$ cat config.mk
export PLATFORM = sky130hd
export DESIGN_NAME = gime_front
export DESIGN_NICKNAME = d
export VERILOG_FILES = /design/src/sv/gime_pkg.sv /design/src/sv/gime_front.sv
export SDC_FILE = /design/constraint.sdc
export NUM_CORES = 1
export LEC_CHECK = 0
export ABC_AREA = 1
export BUFFER_PORTS_ARGS = -buffer_cell sky130_fd_sc_hd__buf_2
export CAP_MARGIN = 20
export CORE_MARGIN = 5
export CORE_UTILIZATION = 47
export DETAILED_ROUTE_END_ITERATION = 12
export GPL_ROUTABILITY_DRIVEN = 0
export GPL_TIMING_DRIVEN = 1
export PLACE_DENSITY = 0.8
export SLEW_MARGIN = 15
export SYNTH_ARGS = -nofsm -noshare
export SYNTH_HDL_FRONTEND = slang
export SYNTH_SLANG_ARGS = --single-unit
$ cat constraint.sdc
create_clock -name clk -period 2.5 [get_ports clk]
set_clock_uncertainty 0.05 [all_clocks]
set_input_delay 0.25 -clock clk [delete_from_list [all_inputs] [get_ports clk]]
set_output_delay 0.25 -clock clk [all_outputs]
set_load 0.02 [all_outputs]
$ cat src/sv/gime_pkg.sv
// Shared types, codes and constants of the graph incidence matrix engine.
`timescale 1ns / 1ps
package gime_pkg;

  localparam int NUM_ROWS     = 16;
  localparam int NUM_COLS     = 32;
  localparam int ROW_W        = 4;
  localparam int COL_W        = 5;
  localparam int ADDR_W       = ROW_W + COL_W;
  localparam int MEM_DEPTH    = NUM_ROWS * NUM_COLS;
  localparam int RESULT_LIMIT = 32;
  localparam int CFG_W        = 6;

  // command codes on the func field
  localparam logic [2:0] FUNC_INSERT    = 3'd0;
  localparam logic [2:0] FUNC_REMOVE    = 3'd1;
  localparam logic [2:0] FUNC_QUERY_EDGE = 3'd2;
  localparam logic [2:0] FUNC_QUERY_DEG = 3'd3;
  localparam logic [2:0] FUNC_LIST_ADJ  = 3'd4;

  // configuration register indexes
  localparam logic [1:0] CFG_DIRECTED = 2'd0;
  localparam logic [1:0] CFG_VERTICES = 2'd1;
  localparam logic [1:0] CFG_EDGES    = 2'd2;

  typedef struct packed {
    logic [2:0]         func;
    logic [3:0]         first_vertex;
    logic [3:0]         second_vertex;
    logic [4:0]         edge_index;
    logic signed [15:0] weight;
  } in_word_t;

  typedef struct packed {
    logic               status;
    logic               found;
    logic [3:0]         from_vertex;
    logic [3:0]         to_vertex;
    logic [4:0]         edge_found;
    logic signed [15:0] weight_found;
    logic signed [7:0]  degree;
    logic               last;
  } out_word_t;

  typedef struct packed {
    logic       directed;
    logic [4:0] vertices;
    logic [5:0] edges;
  } cfg_t;

  typedef enum logic [2:0] {
    OP_INSERT = 3'd0,
    OP_REMOVE = 3'd1,
    OP_QEDGE  = 3'd2,
    OP_QDEG   = 3'd3,
    OP_ADJ    = 3'd4,
    OP_REJECT = 3'd5
  } op_t;

  typedef struct packed {
    op_t                op;
    logic [3:0]         a;
    logic [3:0]         b;
    logic [4:0]         e;
    logic signed [15:0] w;
  } cmd_t;

  typedef struct packed {
    logic clearing;
    logic busy;
  } back_stat_t;

endpackage

$ cat src/sv/gime_front.sv
// Front end: accepts command words, checks indexes, queues decoded commands.
`timescale 1ns / 1ps
module gime_front
  import gime_pkg::*;
(
  input  logic     clk,
  input  logic     rst,
  input  cfg_t     cfg,
  input  logic     clearing,
  input  logic     in_valid,
  output logic     in_ready,
  input  in_word_t in_data,
  output logic     q_valid,
  output cmd_t     q_cmd,
  input  logic     q_pop
);

  cmd_t       q [2];
  logic       wr_ptr;
  logic       rd_ptr;
  logic [1:0] count;
  logic       push;
  logic       va, vb, ve;
  cmd_t       dec;

  // index checks against the live register values
  assign va = {1'b0, in_data.first_vertex} < cfg.vertices;
  assign vb = {1'b0, in_data.second_vertex} < cfg.vertices;
  assign ve = {1'b0, in_data.edge_index} < cfg.edges;

  // classify
  always_comb begin
    dec.a  = in_data.first_vertex;
    dec.b  = in_data.second_vertex;
    dec.e  = in_data.edge_index;
    dec.w  = in_data.weight;
    dec.op = OP_REJECT;
    if (in_data.func inside {FUNC_INSERT, FUNC_REMOVE}) begin
      if (va && vb && ve) begin
        dec.op = (in_data.func == FUNC_INSERT) ? OP_INSERT : OP_REMOVE;
      end
    end else if (in_data.func == FUNC_QUERY_EDGE) begin
      if (ve) dec.op = OP_QEDGE;
    end else if (in_data.func == FUNC_QUERY_DEG) begin
      if (va) dec.op = OP_QDEG;
    end else if (in_data.func == FUNC_LIST_ADJ) begin
      if (va) dec.op = OP_ADJ;
    end
  end

  assign in_ready = !clearing && (count != 2'd2);
  assign push     = in_valid && in_ready;
  assign q_valid  = (count != 2'd0);
  assign q_cmd    = q[rd_ptr];

  // two-entry command queue
  always_ff @(posedge clk) begin
    if (push) q[wr_ptr] <= dec;
    if (rst) begin
      wr_ptr <= 1'b0;
      rd_ptr <= 1'b0;
      count  <= 2'd0;
    end else begin
      if (push) wr_ptr <= ~wr_ptr;
      if (q_pop) rd_ptr <= ~rd_ptr;
      case ({push, q_pop})
        2'b10:   count <= count + 2'd1;
        2'b01:   count <= count - 2'd1;
        default: count <= count;
      endcase
    end
  end

endmodule

==> results.json, run 1 <==
{
  "p_per_area_nw_per_um2": 679,
  "antenna_found_initial": 1,
  "initialDrtViolationCount": 46,
  "reg2reg_slack_ns": 0.81,
  "syn-num-nets": 274,
  "areaGrowthSynthToFinish_pct": 23.0,
  "hold_viol": 0,
  "routed_wl_mm": 5.50,
  "cp_max_fo": 20,
  "holdPathStages": 1,
  "worstHoldPathType": "in -> reg",
  "start_kind": "flip-flop",
  "die_h_um": 91.7,
  "cts_hold_buf": 0,
  "multi_input_area_sq_um": 967,
  "nets": 365,
  "cap_violations": 0,
  "power_leakage_nw": 1.68,
  "core_area_sq_um": 6420,
  "grt_usage_pct": 13.9,
  "synth-simple-area-share_pct": 9.30,
  "drv_slew": 0,
  "antenna_cells": 0,
  "end_kind": "output port",
  "worst-setup-path-type": "reg -> out",
  "r2r-start": "count[0]",
  "hold_path_end": "q[1][3]",
  "yosysSeqAreaShare_pct": 64.5,
  "path_delay_family": "flip-flops",
  "setup_viol": 0,
  "nFillCells": 506,
  "max_slew_margin_pct": 65.7,
  "ys_ff_latch": 69,
  "status": "finished clean",
  "max_freq_ghz": 0.494,
  "drt_pass1_iterations": 4,
  "synth_top_family_by_area": "multiplexers",
  "ant_nets": 0,
  "dpl.hpwl_mm": 4.09,
  "clk_pin_slew_ns": 0.07,
  "clk_latency_ns": 0.33,
  "yosysUniqueCellTypes": 25,
  "crit_buf_inv": 2,
  "rsz0062_at_grt": "false",
  "netlist_instances": 214,
  "wl_per_cell_um": 14.2,
  "ys_warn_count": 0,
  "fin_crit_sh_pct": 81.0,
  "synthAdderAreaFrac_pct": 4.39,
  "route.detailed.drc": 0,
  "critPathSlowestCell": "dfxtp_2",
  "reg2reg_depth": 5,
  "fp-row-count": 29,
  "fin_crit_ns": 2.02,
  "grt-ovfl-total": 0,
  "syn_area_sq_um": 3130,
  "die_w_um": 91.7,
  "vias": 1854,
  "syn_avg_cell_area_sq_um": 14.6,
  "vdd_drop_max_v": 0.000268,
  "fin_cells": 387,
  "initial_core_util_pct": 48.8,
  "cts_sinks": 69,
  "io_buffers": 81,
  "fin_tns_setup_ns": 0,
  "dp.cells": 371,
  "crit_chain": "buf_12, mux2_2, buf_2",
  "regArea_sq_um": 2020,
  "min_from": "in_data[3]",
  "rr_endpoint": "q[1][5]",
  "synth_compound_area_share_pct": 1.40,
  "cts_tree": "built",
  "clk_path_buf_depth": 2,
  "post_cts_buffers": 0,
  "io_pins": 83,
  "cts_max_level": 3,
  "cts-root-buf": "clkbuf_8",
  "viasPerCell": 4.79,
  "grt_pass1_vias": 1916,
  "tightest_slew_ns": 0.514,
  "grt_max_degree": 21,
  "slowest_delay_ns": 0.61,
  "crit_arrival_ns": 1.72,
  "required_ns": 2.20,
  "drive_above_1_share_pct": 46.5,
  "die_area_sq_um": 8400,
  "synthMuxAreaShare_pct": 15.1,
  "grt_pass1_wl_mm": 8.89,
  "cts.repair.resized": 0,
  "numCtsBuffers": 9,
  "synth_xor_area_share_pct": 0.279
}
power by group:
| part | internal, mW | switching, mW |
|---|---|---|
| Combinational | 0.191 | 0.224 |
| Sequential | 1.32 | 0.0281 |
| Clock | 0.453 | 0.401 |
| Total | 1.96 | 0.653 |
per-stage QoR:
step	power [mW]	utilization (%)	hold slack [ns]	cell area, sq um	setup WS (ns)
2_1_floorplan	1.65	-	0.270	3140	0.438
3_3_place_gp	1.78	57.1	0.388	3660	0.798
3_5_place_dp	1.80	57.1	0.392	3660	0.782
4_1_cts	2.66	60.0	0.0204	3850	0.413
5_1_grt	2.74	60.0	0.0234	3850	0.373
6_report	2.62	60.0	0.0471	3850	0.476
layout by cell type, fill, tap and decap left out, types with 2 or more instances in the layout:
cell type,Yosys,layout
buf_12,0,3
mux2_4,30,30
nand2_2,2,2
inv_2,2,2
edfxtp_1,64,64
ha_1,11,11
nor2_1,11,10
nand4_1,2,2
a21oi_1,3,3
nor3_2,2,2
clkinv_1,0,2
clkinvlp_4,0,2
clkbuf_8,0,9
dfxtp_1,5,4
buf_2,0,81
inv_1,28,28
nor2_4,0,2
nand2_1,31,31
mux2_2,2,2
nand3_1,4,4
nor3_1,3,3
area by class of cell:
cell class	count	area share [%]
sequential	69	52.5
clock inverter	7	1.72
clock buffer	9	3.21
multi-input combinational	111	25.1
timing repair buffer	84	12.1
tap	77	2.50
inverter	30	2.92
per-layer routing:
layer	vias up	GRT usage [%]	share of wire [%]
li1	929	-	-
met1	857	15.0	39
met2	52	23.7	52
met3	14	4.50	6.0
met4	2	8.29	2.6
met5	-	0	0.20
sequential cells by signal, summed over array words and instances, names as in the netlist, named ones only:
| register | cells |
|---|---|
| wr_ptr | 1 |
| q | 64 |
| count | 2 |
| rd_ptr | 1 |
Yosys cell counts:
cell,count,area [sq um]
nand2_1,31,116
dfxtp_1,5,100
xnor2_1,1,8.76
inv_2,2,7.51
nand3_2,1,10.0
nor2_2,2,12.5
a21oi_1,3,15.0
buf_6,4,45.0
nand3_1,4,20.0
nand4_1,2,12.5
nor3_1,3,15.0
edfxtp_1,64,1920
nor3b_2,1,12.5
inv_1,28,105
nand2_2,2,12.5
nand3b_1,1,7.51
o21ai_1,1,5.00
o21bai_1,1,7.51
ha_1,11,138
mux2_2,2,22.5
nand2_4,1,11.3
nor3_2,2,20.0
nor2_1,11,41.3
a21oi_4,1,16.3
mux2_4,30,450
worst max-delay path by stage:
stage               end  slack (ns)  cells after the start
2_1_floorplan   q[1][0]        0.44                      4
3_3_place_gp   q_cmd[0]        0.80                      3
3_5_place_dp   q[1][13]        0.78                      5
4_1_cts        q_cmd[0]        0.41                      3
5_1_grt        q_cmd[0]        0.37                      3
6_report       q_cmd[0]        0.48                      3
logic make-up after synthesis:
group,after synthesis
DFF,69
and+or+nand+nor,61
buffers and inverters,34
muxes,32
adders and majority gates,11
AOI/OAI and AO/OA,6
xor gates and xnor gates,1
(Power assumes the default switching activity.)
==> run 2: changes to the inputs <==
--- a/config.mk
+++ b/config.mk
@@ -5,15 +5,15 @@
 export SDC_FILE = /design/constraint.sdc
 export NUM_CORES = 1
 export LEC_CHECK = 0
-export ABC_AREA = 1
+export ABC_AREA = 0
 export BUFFER_PORTS_ARGS = -buffer_cell sky130_fd_sc_hd__buf_2
 export CAP_MARGIN = 20
 export CORE_MARGIN = 5
-export CORE_UTILIZATION = 47
+export CORE_UTILIZATION = 51
 export DETAILED_ROUTE_END_ITERATION = 12
 export GPL_ROUTABILITY_DRIVEN = 0
 export GPL_TIMING_DRIVEN = 1
-export PLACE_DENSITY = 0.8
+export PLACE_DENSITY = 0.84
 export SLEW_MARGIN = 15
 export SYNTH_ARGS = -nofsm -noshare
 export SYNTH_HDL_FRONTEND = slang
==> constraint.sdc (replaced) <==
create_clock -name clk -period 2 [get_ports clk]
set_clock_uncertainty 0.05 [all_clocks]
set_input_delay 0.2 -clock clk [delete_from_list [all_inputs] [get_ports clk]]
set_output_delay 0.2 -clock clk [all_outputs]
set_load 0.02 [all_outputs]
==> run 2 against run 1 <==
Against the previous run: combinational power is 26% higher; core utilization is 9.0 points higher; critical path type is now in -> reg; global-route usage is 1.1 points higher; critical endpoint is now q[0][29]; worst setup slack worse by 0.31 ns; die area is 14% lower.
==> results.json, run 2 <==
{
  "initialDrtViolationCount": 74,
  "synth_top_area_cell": "edfxtp_1",
  "grt_pass1_vias": 1838,
  "p_per_area_nw_per_um2": 900,
  "async_flop_share_pct": 0,
  "antenna_found_initial": 0,
  "grt_max_degree": 22,
  "crit_arrival_ns": 1.86,
  "start_kind": "input port",
  "viasPerCell": 4.91,
  "clk_latency_ns": 0.33,
  "cap_violations": 0,
  "postLayoutCellArea_sq_um": 3770,
  "yosysSeqAreaShare_pct": 70.9,
  "drive_above_1_share_pct": 48.3,
  "die_area_sq_um": 7190,
  "antenna_cells": 0,
  "numCtsBuffers": 9,
  "whs_ns": 0.0264,
  "max_slew_margin_pct": 81.2,
  "io_pins": 83,
  "synth-edff-count": 64,
  "worst-setup-path-type": "in -> reg",
  "status": "finished clean",
  "synth-main-ff-cell": "edfxtp_1",
  "fin_tns_setup_ns": 0,
  "cts-root-buf": "clkbuf_8",
  "die_w_um": 84.8,
  "netlist_top_cells_count": "edfxtp_1 (64), mux2_2 (25), ha_1 (11), nor2_1 (11), inv_1 (9)",
  "cts.repair.resized": 0,
  "cts_max_level": 3,
  "ant_nets": 0,
  "routed_wl_mm": 5.22,
  "max_freq_ghz": 0.546,
  "setup_viol": 0,
  "dpl.hpwl_mm": 3.69,
  "clk_pin_slew_ns": 0.07,
  "netlist_instances": 169,
  "syn_area_sq_um": 2850,
  "required_ns": 2.03,
  "cp_max_fo": 3,
  "yosysUniqueCellTypes": 31,
  "synth_top_area_share_pct": 67.4,
  "reg2reg_depth": 6,
  "initial_core_util_pct": 52.1,
  "core_area_sq_um": 5470,
  "ys_ff_latch": 69,
  "grt_usage_pct": 15.0,
  "reg.largest.list": "q (64), count (2)",
  "p_total_mw": 3.40,
  "route.detailed.drc": 0,
  "final_util_pct": 69.0,
  "layout_common_cells": "buf_2 (81), edfxtp_1 (64), mux2_2 (25)",
  "largest_register_ffs": 64,
  "vdd_drop_max_v": 0.000598,
  "r2r-start": "count[0]",
  "fp-row-count": 27,
  "worstHoldPathType": "in -> reg",
  "power_leakage_nw": 1.52,
  "max_flop_register": "q",
  "cts_tree": "built",
  "grt-ovfl-total": 0,
  "synth_most_common_cell": "edfxtp_1",
  "fin_crit_ns": 1.83,
  "final_common_cell": "buf_2",
  "clk_path_buf_depth": 2,
  "drv_slew": 0,
  "cp-startpoint": "in_data[28]",
  "reg2reg_slack_ns": 0.29,
  "drt_pass1_iterations": 4,
  "areaGrowthSynthToFinish_pct": 32.4,
  "syn-num-nets": 229,
  "end_kind": "flip-flop",
  "die_h_um": 84.8,
  "tightest_slew_ns": 0.282,
  "ys_warn_count": 0,
  "ys_top_cells_by_area": "edfxtp_1 (67%), mux2_2 (9.9%), ha_1 (4.8%)",
  "wl_per_cell_um": 14.6,
  "nets": 341,
  "io_buffers": 81,
  "cts_sinks": 69,
  "min_from": "in_data[24]",
  "dpl_cell_area_sq_um": 3380,
  "fin_crit_sh_pct": 91.6,
  "hold_viol": 0,
  "rsz0062_at_grt": "false",
  "holdPathStages": 1,
  "grt_pass1_wl_mm": 8.22,
  "syn_avg_cell_area_sq_um": 16.9,
  "nFillCells": 388,
  "vias": 1757
}
[run 2: metrics by stage]
| step | cells | worst slack (ns) |
|---|---|---|
| 6_report | 358 | 0.168 |
| 5_1_grt | 358 | 0.0750 |
| 4_1_cts | 354 | 0.263 |
| 3_5_place_dp | 324 | 0.266 |
| 3_3_place_gp | 324 | 0.304 |
| 2_1_floorplan | 169 | 0.180 |
[run 2: where the power goes]
part | total, mW | internal (mW) | switching (mW)
Combinational | 0.522 | 0.233 | 0.289
Sequential | 1.69 | 1.66 | 0.0247
Clock | 1.19 | 0.695 | 0.495
[run 2: layout make-up]
class | count | area [sq um] | area share (%)
Clock buffer | 9 | 124 | 3.28
Clock inverter | 7 | 90.1 | 2.39
Inverter | 9 | 33.8 | 0.895
Multi-Input combinational cell | 87 | 785 | 20.8
Sequential cell | 69 | 2020 | 53.6
Tap cell | 72 | 90.1 | 2.39
Timing Repair Buffer | 105 | 631 | 16.7
[run 2: per-layer routing]
layer / track usage [%] / vias up / part of all wire (%)
met2: 26.0 / 59 / 53
met5: 0 / - / 0
met4: 6.33 / 0 / 1.2
met3: 5.40 / 7 / 7.2
li1: - / 862 / -
met1: 16.7 / 829 / 38
[run 2: repair_timing]
item,in CTS,in global routing
buffers inserted,0,0
hold buffers,14,4
endpoints found under the hold margin,26,8
setup endpoints to repair,0,0
[run 2: final timing paths]
path / end
max reg2reg: count[1]
min: q[1][24]
max: q[0][29]
min reg2reg: rd_ptr
[run 2: cells by family after synthesis]
kind of cell / share of synthesized area [%]
AO/OA/AOI/OAI: 4.30
AND/OR/NAND/NOR: 4.21
multiplexers: 12.6
buffers and inverters: 1.89
flip-flops: 70.9
adder cells (fa/ha/maj): 4.83
XOR/XNOR: 1.23
[run 2: critical path, cell delays in order]
cell,delay [ns]
dlygate4sd3_1,0.52
buf_2,0.13
ha_1,0.28
nor2_1,0.14
nor2_2,0.07
a22oi_2,0.21
o211ai_1,0.10
a21o_1,0.20
